**config.mk**
```make
export PLATFORM = sky130hd
export DESIGN_NAME = polar_vector_accumulator
export DESIGN_NICKNAME = d
export VERILOG_FILES = /design/src/hdl/pva_pkg.sv /design/src/hdl/pva_front.sv /design/src/hdl/pva_fifo.sv /design/src/hdl/pva_back.sv /design/src/hdl/polar_vector_accumulator.sv
export SDC_FILE = /design/constraint.sdc
export NUM_CORES = 2
export LEC_CHECK = 0
export BUFFER_PORTS_ARGS = -buffer_cell sky130_fd_sc_hd__buf_2
export CORE_ASPECT_RATIO = 0.9
export CORE_MARGIN = 5
export CORE_UTILIZATION = 50
export DETAILED_ROUTE_END_ITERATION = 10
export PLACE_DENSITY_LB_ADDON = 0.25
export SETUP_SLACK_MARGIN = 0.3
export SYNTH_ARGS = -nofsm -noshare
export SYNTH_HDL_FRONTEND = slang
export SYNTH_SLANG_ARGS = --single-unit
```
**constraint.sdc**
```tcl
create_clock -name clk -period 19.1 [get_ports clk]
set_clock_uncertainty 0.2 [all_clocks]
set_input_delay 2.865 -clock clk [delete_from_list [all_inputs] [get_ports clk]]
set_output_delay 2.865 -clock clk [all_outputs]
set_load 0.05 [all_outputs]
```
**src/hdl/pva_pkg.sv**
```systemverilog
// shared types, constants and the arctangent table for the polar vector accumulator
package pva_pkg;

	localparam int CORDIC_STEPS = 16;
	localparam int MAG_WIDTH    = 24;

	localparam int NSTEPS  = (CORDIC_STEPS > 32) ? 32 : CORDIC_STEPS;
	localparam int MAG_USE = (MAG_WIDTH < 24) ? MAG_WIDTH : 24;
	localparam logic [23:0] MAG_MASK = 24'((25'd1 << MAG_USE) - 25'd1);

	localparam logic [15:0] DEG90  = 16'd11520;
	localparam logic [15:0] DEG180 = 16'd23040;
	localparam logic [15:0] DEG270 = 16'd34560;
	localparam logic [15:0] DEG360 = 16'd46080;

	localparam logic [31:0] GAIN_Q32 = 32'd2608131496;
	localparam logic [23:0] GAIN_Q24 = 24'd10188014;

	localparam logic [1:0] QUAD_I   = 2'd0;
	localparam logic [1:0] QUAD_II  = 2'd1;
	localparam logic [1:0] QUAD_III = 2'd2;
	localparam logic [1:0] QUAD_IV  = 2'd3;

	// classified vector handed from the front to the back
	typedef struct packed {
		logic        restart;
		logic [23:0] mag;
		logic [1:0]  quad;
		logic [13:0] rem;
	} item_t;

	// atan(2^-i) in 1/65536 degree
	function automatic logic [22:0] atan_val(input logic [4:0] idx);
		logic [22:0] v;
		case (idx)
			5'd0:  v = 23'd2949120;
			5'd1:  v = 23'd1740967;
			5'd2:  v = 23'd919879;
			5'd3:  v = 23'd466945;
			5'd4:  v = 23'd234379;
			5'd5:  v = 23'd117304;
			5'd6:  v = 23'd58666;
			5'd7:  v = 23'd29335;
			5'd8:  v = 23'd14668;
			5'd9:  v = 23'd7334;
			5'd10: v = 23'd3667;
			5'd11: v = 23'd1833;
			5'd12: v = 23'd917;
			5'd13: v = 23'd458;
			5'd14: v = 23'd229;
			5'd15: v = 23'd115;
			5'd16: v = 23'd57;
			5'd17: v = 23'd29;
			5'd18: v = 23'd14;
			5'd19: v = 23'd7;
			5'd20: v = 23'd4;
			5'd21: v = 23'd2;
			5'd22: v = 23'd1;
			default: v = 23'd0;
		endcase
		return v;
	endfunction

endpackage

```
**src/hdl/pva_front.sv**
```systemverilog
// front end: wraps the direction and splits it into quadrant and remainder
module pva_front (
	input  logic               restart,
	input  logic [23:0]        vec_magnitude,
	input  logic [15:0]        vec_direction,
	output pva_pkg::item_t     item
);

	logic [15:0] dir;

	always_comb begin
		dir = (vec_direction >= pva_pkg::DEG360) ? vec_direction - pva_pkg::DEG360
			: vec_direction;
		item.restart = restart;
		item.mag     = vec_magnitude & pva_pkg::MAG_MASK;
		if (dir >= pva_pkg::DEG270) begin
			item.quad = pva_pkg::QUAD_IV;
			item.rem  = 14'(dir - pva_pkg::DEG270);
		end else if (dir >= pva_pkg::DEG180) begin
			item.quad = pva_pkg::QUAD_III;
			item.rem  = 14'(dir - pva_pkg::DEG180);
		end else if (dir >= pva_pkg::DEG90) begin
			item.quad = pva_pkg::QUAD_II;
			item.rem  = 14'(dir - pva_pkg::DEG90);
		end else begin
			item.quad = pva_pkg::QUAD_I;
			item.rem  = dir[13:0];
		end
	end

endmodule

```
**src/hdl/pva_fifo.sv**
```systemverilog
// two-entry queue of classified vectors between front and back
module pva_fifo (
	input  logic           clk,
	input  logic           arst_n,
	input  logic           wr,
	input  pva_pkg::item_t wr_item,
	output logic           full,
	input  logic           rd,
	output pva_pkg::item_t rd_item,
	output logic           empty
);

	pva_pkg::item_t mem_q [2];
	logic           wp_q, rp_q;
	logic [1:0]     cnt_q;
	logic           do_wr, do_rd;

	assign full    = (cnt_q == 2'd2);
	assign empty   = (cnt_q == 2'd0);
	assign do_wr   = wr && !full;
	assign do_rd   = rd && !empty;
	assign rd_item = mem_q[rp_q];

	always_ff @(posedge clk) begin
		if (do_wr) begin
			mem_q[wp_q] <= wr_item;
		end
	end

	always_ff @(posedge clk or negedge arst_n) begin
		if (!arst_n) begin
			wp_q  <= 1'b0;
			rp_q  <= 1'b0;
			cnt_q <= 2'd0;
		end else begin
			if (do_wr) begin
				wp_q <= !wp_q;
			end
			if (do_rd) begin
				rp_q <= !rp_q;
			end
			cnt_q <= cnt_q + {1'b0, do_wr} - {1'b0, do_rd};
		end
	end

endmodule

```
**src/hdl/pva_back.sv**
```systemverilog
// back end: cordic rotation, saturating accumulate, cordic vectoring, result register
module pva_back (
	input  logic                clk,
	input  logic                arst_n,
	input  pva_pkg::item_t      item,
	input  logic                item_valid,
	output logic                item_pop,
	output logic signed [31:0]  sum_x,
	output logic signed [31:0]  sum_y,
	output logic [31:0]         sum_magnitude,
	output logic [15:0]         sum_direction,
	output logic                empty,
	input  logic                pop
);

	typedef enum logic [3:0] {
		S_IDLE, S_MUL, S_ROT, S_ACC, S_VINIT, S_VEC, S_MLO, S_MHI, S_FIN, S_DONE
	} state_t;

	localparam logic [4:0] LAST = 5'(pva_pkg::NSTEPS - 1);
	localparam logic signed [24:0] ZMAX = 25'sd5898240;

	state_t state_q;
	logic [4:0] cnt_q;
	logic restart_q;
	logic [23:0] mag_q;
	logic [1:0]  quad_q;
	logic [13:0] rem_q;

	logic signed [35:0] rx_q, ry_q;
	logic signed [24:0] rz_q;
	logic signed [31:0] acc_x_q, acc_y_q;
	logic signed [41:0] vx_q, vy_q;
	logic signed [24:0] vz_q;
	logic [44:0] plo_q;
	logic [43:0] phi_q;
	logic [31:0] res_mag_q;
	logic [15:0] res_dir_q;
	logic out_valid_q;

	logic [55:0] prod;
	logic signed [24:0] atn;
	logic signed [35:0] rdx, rdy;
	logic signed [35:0] rxr, ryr;
	logic signed [27:0] px, py, cx, cy;
	logic signed [31:0] base_x, base_y;
	logic signed [32:0] nx, ny;
	logic signed [41:0] vdx, vdy;
	logic [40:0] xc;
	logic [31:0] ax, ay;
	logic [65:0] msum;
	logic signed [24:0] zc;
	logic [24:0] zr;
	logic [15:0] d, rd;
	logic load_out;

	function automatic logic signed [31:0] sat32(input logic signed [32:0] v);
		if (v[32] != v[31]) begin
			return v[32] ? 32'sh8000_0000 : 32'sh7fff_ffff;
		end
		return v[31:0];
	endfunction

	always_comb begin
		prod = {32'd0, mag_q} * {24'd0, pva_pkg::GAIN_Q32};
		atn  = {2'b00, pva_pkg::atan_val(cnt_q)};
		rdx  = ry_q >>> cnt_q;
		rdy  = rx_q >>> cnt_q;
		vdx  = vy_q >>> cnt_q;
		vdy  = vx_q >>> cnt_q;

		// round the rotated components to integers, dropping their 8 fraction bits
		rxr = rx_q + 36'sd128;
		ryr = ry_q + 36'sd128;
		if (rem_q == 14'd0) begin
			px = {4'd0, mag_q};
			py = 28'sd0;
		end else begin
			px = rxr[35:8];
			py = ryr[35:8];
		end
		case (quad_q)
			pva_pkg::QUAD_I:   begin cx = px;  cy = py;  end
			pva_pkg::QUAD_II:  begin cx = -py; cy = px;  end
			pva_pkg::QUAD_III: begin cx = -px; cy = -py; end
			default:           begin cx = py;  cy = -px; end
		endcase
		base_x = restart_q ? 32'sd0 : acc_x_q;
		base_y = restart_q ? 32'sd0 : acc_y_q;
		nx = {base_x[31], base_x} + 33'(cx);
		ny = {base_y[31], base_y} + 33'(cy);

		ax = acc_x_q[31] ? 32'(-acc_x_q) : acc_x_q;
		ay = acc_y_q[31] ? 32'(-acc_y_q) : acc_y_q;

		xc = vx_q[41] ? 41'd0 : vx_q[40:0];
		msum = {1'b0, phi_q, 21'd0} + {21'd0, plo_q} + 66'h8000_0000;

		if (vz_q < 25'sd0) begin
			zc = 25'sd0;
		end else if (vz_q > ZMAX) begin
			zc = ZMAX;
		end else begin
			zc = vz_q;
		end
		zr = zc + 25'sd256;
		d  = zr[24:9];
		if (!acc_x_q[31] && !acc_y_q[31]) begin
			rd = d;
		end else if (acc_x_q[31] && !acc_y_q[31]) begin
			rd = pva_pkg::DEG180 - d;
		end else if (acc_x_q[31]) begin
			rd = pva_pkg::DEG180 + d;
		end else begin
			rd = pva_pkg::DEG360 - d;
		end
		if (rd >= pva_pkg::DEG360) begin
			rd = rd - pva_pkg::DEG360;
		end
	end

	assign item_pop      = (state_q == S_IDLE) && item_valid;
	assign load_out      = (state_q == S_DONE) && (!out_valid_q || pop);
	assign empty         = !out_valid_q;

	always_ff @(posedge clk) begin
		case (state_q)
			S_IDLE: begin
				mag_q  <= item.mag;
				quad_q <= item.quad;
				rem_q  <= item.rem;
				restart_q <= item.restart;
			end
			S_MUL: begin
				rx_q <= {4'd0, prod[55:24]};
				ry_q <= 36'sd0;
				rz_q <= {2'b00, rem_q, 9'd0};
			end
			S_ROT: begin
				if (!rz_q[24]) begin
					rx_q <= rx_q - rdx;
					ry_q <= ry_q + rdy;
					rz_q <= rz_q - atn;
				end else begin
					rx_q <= rx_q + rdx;
					ry_q <= ry_q - rdy;
					rz_q <= rz_q + atn;
				end
			end
			S_VINIT: begin
				vx_q <= {2'b00, ax, 8'd0};
				vy_q <= {2'b00, ay, 8'd0};
				vz_q <= 25'sd0;
				if (ax == 32'd0 && ay == 32'd0) begin
					res_mag_q <= 32'd0;
					res_dir_q <= 16'd0;
				end else if (ay == 32'd0) begin
					res_mag_q <= ax;
					res_dir_q <= acc_x_q[31] ? pva_pkg::DEG180 : 16'd0;
				end else if (ax == 32'd0) begin
					res_mag_q <= ay;
					res_dir_q <= acc_y_q[31] ? pva_pkg::DEG270 : pva_pkg::DEG90;
				end
			end
			S_VEC: begin
				if (!vy_q[41]) begin
					vx_q <= vx_q + vdx;
					vy_q <= vy_q - vdy;
					vz_q <= vz_q + atn;
				end else begin
					vx_q <= vx_q - vdx;
					vy_q <= vy_q + vdy;
					vz_q <= vz_q - atn;
				end
			end
			S_MLO: plo_q <= {24'd0, xc[20:0]} * {21'd0, pva_pkg::GAIN_Q24};
			S_MHI: phi_q <= {24'd0, xc[40:21]} * {20'd0, pva_pkg::GAIN_Q24};
			S_FIN: begin
				res_mag_q <= (msum[65:64] != 2'd0) ? 32'hffff_ffff : msum[63:32];
				res_dir_q <= rd;
			end
			default: ;
		endcase
		if (load_out) begin
			sum_x         <= acc_x_q;
			sum_y         <= acc_y_q;
			sum_magnitude <= res_mag_q;
			sum_direction <= res_dir_q;
		end
	end

	always_ff @(posedge clk or negedge arst_n) begin
		if (!arst_n) begin
			state_q     <= S_IDLE;
			cnt_q       <= 5'd0;
			acc_x_q     <= 32'sd0;
			acc_y_q     <= 32'sd0;
			out_valid_q <= 1'b0;
		end else begin
			if (load_out) begin
				out_valid_q <= 1'b1;
			end else if (pop) begin
				out_valid_q <= 1'b0;
			end
			case (state_q)
				S_IDLE: if (item_valid) begin
					state_q <= S_MUL;
				end
				S_MUL: begin
					cnt_q   <= 5'd0;
					state_q <= (rem_q == 14'd0) ? S_ACC : S_ROT;
				end
				S_ROT: begin
					cnt_q <= cnt_q + 5'd1;
					if (cnt_q == LAST) begin
						state_q <= S_ACC;
					end
				end
				S_ACC: begin
					acc_x_q <= sat32(nx);
					acc_y_q <= sat32(ny);
					state_q <= S_VINIT;
				end
				S_VINIT: begin
					cnt_q <= 5'd0;
					if (ax == 32'd0 || ay == 32'd0) begin
						state_q <= S_DONE;
					end else begin
						state_q <= S_VEC;
					end
				end
				S_VEC: begin
					cnt_q <= cnt_q + 5'd1;
					if (cnt_q == LAST) begin
						state_q <= S_MLO;
					end
				end
				S_MLO: state_q <= S_MHI;
				S_MHI: state_q <= S_FIN;
				S_FIN: state_q <= S_DONE;
				S_DONE: if (load_out) begin
					state_q <= S_IDLE;
				end
				default: state_q <= S_IDLE;
			endcase
		end
	end

endmodule

```
**src/hdl/polar_vector_accumulator.sv**
```systemverilog
// top level of the polar vector accumulator: front, queue and back
// the back end takes a new item only once the last result has gone to the output
// register; one sequencer runs the rotation and vectoring passes one step per cycle
// a two-entry queue takes new items while the back end works; a finished result
// waits in the output register
// reset (arst_n low, asynchronous) clears the running sum, queue and result valid flag
module polar_vector_accumulator (
	input  logic               clk,
	input  logic               arst_n,
	input  logic               push,
	output logic               full,
	input  logic               restart,
	input  logic [23:0]        vec_magnitude,
	input  logic [15:0]        vec_direction,
	output logic               empty,
	input  logic               pop,
	output logic signed [31:0] sum_x,
	output logic signed [31:0] sum_y,
	output logic [31:0]        sum_magnitude,
	output logic [15:0]        sum_direction
);

	// classified input item, and the queue head seen by the back end
	pva_pkg::item_t front_item;
	pva_pkg::item_t head_item;
	logic           q_empty;
	logic           q_pop;

	// front end folds the direction into a quadrant and a remainder
	pva_front u_front (
		.restart       (restart),
		.vec_magnitude (vec_magnitude),
		.vec_direction (vec_direction),
		.item          (front_item)
	);

	// queue decouples input transfers from the cordic sequencer
	pva_fifo u_fifo (
		.clk     (clk),
		.arst_n  (arst_n),
		.wr      (push),
		.wr_item (front_item),
		.full    (full),
		.rd      (q_pop),
		.rd_item (head_item),
		.empty   (q_empty)
	);

	// back end runs rotation, accumulate and vectoring, then holds the result
	pva_back u_back (
		.clk           (clk),
		.arst_n        (arst_n),
		.item          (head_item),
		.item_valid    (!q_empty),
		.item_pop      (q_pop),
		.sum_x         (sum_x),
		.sum_y         (sum_y),
		.sum_magnitude (sum_magnitude),
		.sum_direction (sum_direction),
		.empty         (empty),
		.pop           (pop)
	);

endmodule

```
After elaboration in Yosys (flattened, before gate mapping)

Memories as Yosys holds them, arrays and structs flattened. A register that Yosys moved wholly into a read port is not among the register bits.
Cells that the tools add are included.

Add/subtract/negate cells: 34
Multiplexer cells: 64
Magnitude comparators: 7
Reduce and logical (&&, ||, !) cells: 32
Eq/ne operators: 20
$mul: 3
Shift operators: 4

Operator list:

| operator                                                          | count |
|---|---|
| 32-bit 2-to-1 mux                                                 | 14 |
| 16-bit 2-to-1 mux                                                 | 11 |
| 28-bit case mux with 3 select lines                               | 2 |
| 42-bit case mux with 2 select lines                               | 2 |
| 36-bit case mux with 2 select lines                               | 2 |
| 25-bit 2-to-1 mux                                                 | 4 |
| 25-bit case mux with 2 select lines                               | 2 |
| 42-bit adder                                                      | 2 |
| 42-bit 2-to-1 mux                                                 | 2 |
| 42-bit by 5-bit >>> shifter with 42-bit output                    | 2 |
| 42-bit subtractor                                                 | 2 |
| 36-bit adder                                                      | 2 |
| 36-bit by 9-bit adder with 36-bit output (second input constant)  | 2 |
| 36-bit 2-to-1 mux                                                 | 2 |
| 36-bit by 5-bit >>> shifter with 36-bit output                    | 2 |
| 36-bit subtractor                                                 | 2 |
| 32-bit by 28-bit adder with 33-bit output                         | 2 |
| 65-bit by 45-bit adder with 66-bit output                         | 1 |
| 66-bit by 32-bit adder with 66-bit output (second input constant) | 1 |
| 32-bit zero test                                                  | 2 |
| 32-bit negation                                                   | 2 |
| 32-bit case mux with 2 select lines                               | 1 |
| 28-bit 2-to-1 mux                                                 | 2 |
| 28-bit negation                                                   | 2 |
| 49 further kinds                                                  | 96 |

Register bits after elaboration: 531
Logic and storage cells: 188
Memories kept: 2
Bits in writable memories: 82
Memory bits (read-only): 704
Input bits: 45

Memory list:

| name            | words | bits a word | rd ports | clocked after memory_dff | write ports | line           | RTL |
|---|---|---|---|---|---|---|---|
| (no name shown) | 32    | 22          | 1        | 0                        | 0           | pva_pkg.sv:35  | `case (idx)` |
| u_fifo.mem_q    | 2     | 41          | 1        | 1                        | 1           | pva_fifo.sv:13 | `pva_pkg::item_t mem_q [2];` |

Longest topological paths before layout

Word-level depth: 11
Depth in mapped cells: 34

Hierarchy

A second synthesis with hierarchy kept.

Cells, all modules: 9,460
Area, all modules: 90,122.7 um^2

By module, submodules not included:

| module                   | cells each | area an instance (um^2) | instances |
|---|---|---|---|
| pva_back                 | 9,164      | 85,585.8                | 1 |
| pva_fifo                 | 146        | 3,362.0                 | 1 |
| pva_front                | 149        | 1,171.1                 | 1 |
| polar_vector_accumulator | 1          | 3.8                     | 1 |

Worst setup path before layout

OpenSTA, ideal clock, no wires.

Path kind: input to register
Start: input pop
End: register u_back.sum_direction[0] (enable)
Data arrival time: 11.118 ns
Slack: 7.039 ns
Required time: 18.157 ns
Stages: 2
Path through: nand2b_1 -> nor3b_1

Word-level cells in the longest chain between the ends: 2

RTL lines:

| item                 | line                           | RTL |
|---|---|---|
| from (decl)          | polar_vector_accumulator.sv:16 | `input logic pop,` |
| 1-bit logical OR     | pva_back.sv:123                | `assign load_out = (state_q == S_DONE) && (!out_valid_q \|\| pop);` |
| 1-bit logical AND    | pva_back.sv:123                |  |
| net u_back.load_out  | pva_back.sv:55                 | `logic load_out;` |
| to (signal assigned) | pva_back.sv:188                | `sum_direction <= res_dir_q;` |
| to (decl)            | pva_back.sv:11                 | `output logic [15:0] sum_direction,` |

The timed path passes the listed nets, and every way through them passes these cells.
A chain may end at the register's enable or synchronous reset.

Worst setup path after layout

Start: register u_back.vx_q[41]
End: register u_back.plo_q[38] (data pin)

Word-level cells in the longest chain between the ends: 2

RTL lines:

| item                                           | line            | RTL |
|---|---|---|
| from (decl)                                    | pva_back.sv:33  | `logic signed [41:0] vx_q, vy_q;` |
| from (signal assigned)                         | pva_back.sv:151 | `vx_q <= {2'b00, ax, 8'd0};` |
| from (signal assigned)                         | pva_back.sv:167 | `vx_q <= vx_q + vdx;` |
| from (signal assigned)                         | pva_back.sv:171 | `vx_q <= vx_q - vdx;` |
| 41-bit 2-to-1 mux                              | pva_back.sv:96  | `xc = vx_q[41] ? 41'd0 : vx_q[40:0];` |
| 21-bit by 23-bit multiplier with 44-bit output | pva_back.sv:176 | `S_MLO: plo_q <= {24'd0, xc[20:0]} * {21'd0, pva_pkg::GAIN_Q24};` |
| to (signal assigned)                           | pva_back.sv:176 |  |
| to (decl)                                      | pva_back.sv:35  | `logic [44:0] plo_q;` |

No other way between the ends.

==> flow_metrics.tcl <==
set metrics [dict create \
    hold_path.class "flip-flop to flip-flop" \
    vias 72474 \
    required_ps 19340 \
    critPathLaunchType "flip-flop" \
    cts_hold_buf 0 \
    h-tree-depth 3 \
    port-buffer-count 158 \
    cts_tree "built" \
    io_pins 159 \
    cts_buffers 77 \
    root_buffer "clkbuf_16" \
    relSlewSlack_pct 12.2 \
    synth_nets 11044 \
    slowest_stage "a2111oi_0" \
    yosys_warnings 0 \
    worstPathArrival_ps 9930 \
    tns_ps 0 \
    drt_iter0_markers 8735 \
    wire_per_inst_um 24.9 \
    cpPeakStageDelay_ps 770 \
    status "completed" \
    ys.flop_type "edfxtp_1" \
    drc 0 \
    syn-cell-area_um2 88300 \
    grt_pass1_vias 69550 \
    crit_type "flip-flop to flip-flop" \
    clk_path_buf_depth 3 \
    final_antenna_net_count 0 \
    critPathMaxFanout 36 \
    dr.pass1.iters 6 \
    setup_viol 0 \
    viasPerCell 6.18 \
    synthTopCellsByArea "edfxtp_1 19%, fa_1 16%, ha_1 14%" \
    core_um2 176000 \
    grt_max_degree 182 \
    syn_inst 9333 \
    timing.final.crit_share_pct 50.7 \
    row_count 146 \
    yosysTopAreaCell "edfxtp_1" \
    clock-sinks 633 \
    clock_latency_ps 740 \
    maxSlewViolCount 0 \
    mostFrequentLayoutCell "inv_1" \
    antenna_found_initial 10 \
    area_growth_pct 6.49 \
    die_h_um 409 \
    rsz0062_at_grt "false" \
    synthArstFlopShare_pct 12.3 \
    fmax_mhz 103 \
    worstSetupEndpointType "flip-flop" \
    cts_resized 0 \
    synth_edf_count 555 \
    cts_setup_buffers 0 \
    nets 11012 \
    post-route-min-period_ps 9680 \
    worst_slew_pin_slew_ps 1310 \
    dieWidth_um 453 \
    detail_route.wirelength_um 292000 \
    yosys.cell_types.count 97 \
    drive_gt1_share_pct 8.80 \
    final_cell_mix "1204 x inv_1, 969 x ha_1, 703 x nor2_1, 697 x fa_1, 630 x a21oi_1" \
    clk_pin_slew_ps 70 \
    synth_seq_cells 633 \
    grt_pass1_wl_um 439000 \
    fillCellCount 15967 \
    gp_congestion 1.02 \
    max_cap_viol_count 0 \
    die_area_um2 185000 \
    dp_hpwl_um 235000 \
    yosysSeqAreaShare_pct 21.1 \
    initial_core_util_pct 50.3 \
    syn_area_per_cell_um2 9.46 \
    yosysTopAreaCellShare_pct 18.9 \
    hold_viol_final 0 \
    grt_usage_pct 31.1 \
    grt_overflow 0 \
]
[worst paths after layout]
kind / startpoint / to / slack, ps / cells after the start
max: u_back.vx_q[41] / u_back.plo_q[38] / 9420 / 29
min: u_back.res_dir_q[13] / u_back.sum_direction[13] / 210 / 0
max reg2reg: u_back.vx_q[41] / u_back.plo_q[38] / 9420 / 29
min reg2reg: u_back.res_dir_q[13] / u_back.sum_direction[13] / 210 / 0
max in group asynchronous: arst_n / u_back.cnt_q[1] / 15670 / 2
min in group asynchronous: arst_n / u_back.acc_x_q[22] / 1890 / 1
[cell type report]
cell class              instances  area, µm²  share of cell area (%)
inverters                    1210       4550                    4.84
clock buffers                  93       2000                    2.12
well taps                    2368       2960                    3.15
clock inverters                50        653                   0.694
diodes                          2       5.00                 0.00532
flip-flops and latches        633      18600                    19.8
multi-input cells            7126      63700                    67.8
repair buffers                253       1520                    1.62
[logic make-up after synthesis]
| group | share of synthesized area, % |
|---|---|
| and+or+nand+nor | 12.7 |
| muxes | 9.49 |
| AOI/OAI and AO/OA | 13.8 |
| buffers and inverters | 6.89 |
| xor gates and xnor gates | 6.10 |
| adders and majority gates | 29.9 |
| DFF | 21.1 |
[sequential cells by signal, indices dropped and copies added, names as in the netlist, 32 cells and up]
| register | count |
|---|---|
| u_back.sum_y | 32 |
| u_back.rx_q | 36 |
| u_back.sum_x | 32 |
| u_back.sum_magnitude | 32 |
| u_back.acc_y_q | 32 |
| u_back.res_mag_q | 32 |
| u_back.ry_q | 36 |
| u_back.acc_x_q | 32 |
| u_fifo.mem_q | 82 |
| u_back.phi_q | 43 |
| u_back.vx_q | 42 |
| u_back.vy_q | 42 |
[stage by stage]
stage | worst slack [ps] | utilization (%) | instance area (µm²) | hold slack (ps) | std cells
finish | 9420 | 53.5 | 94000 | 205 | 11735
global route | 8700 | 53.5 | 94000 | 216 | 11733
CTS | 9500 | 53.5 | 94000 | 208 | 11733
detailed placement | 9510 | 52.0 | 91400 | 205 | 11590
global placement | 9660 | 52.0 | 91400 | 200 | 11590
floorplan | 7040 | - | 88300 | 200 | 9333
[cells in the mapped netlist (134+ instances only)]
library cell / instances
inv_1: 1204
ha_1: 969
nor2_1: 710
fa_1: 697
a21oi_1: 631
nand2_1: 581
edfxtp_1: 555
o21ai_0: 457
xnor2_1: 329
xor2_1: 286
clkbuf_1: 252
mux4_2: 216
nor3_1: 192
a21o_1: 163
nor2b_1: 153
mux2i_1: 149
nand3_1: 134
[layer usage]
metal	GRT usage, %	share of wire (%)	vias up
met5	0	0.023	-
met4	7.60	2.8	12
met3	10.3	13	425
met2	42.8	40	3593
met1	46.7	44	35663
li1	-	-	32781
[worst max-delay path, delay by kind of cell, from the launching register on]
kind | cells | cell delay, ps
adders and majority gates | 8 | 3790
AOI/OAI and AO/OA | 9 | 2580
buffers and inverters | 8 | 1610
and+or+nand+nor | 4 | 860
DFF | 1 | 320
Power is left out: the tool's default activity adds up to more than one toggle a clock period on the data nets, which glitch-free logic cannot reach.
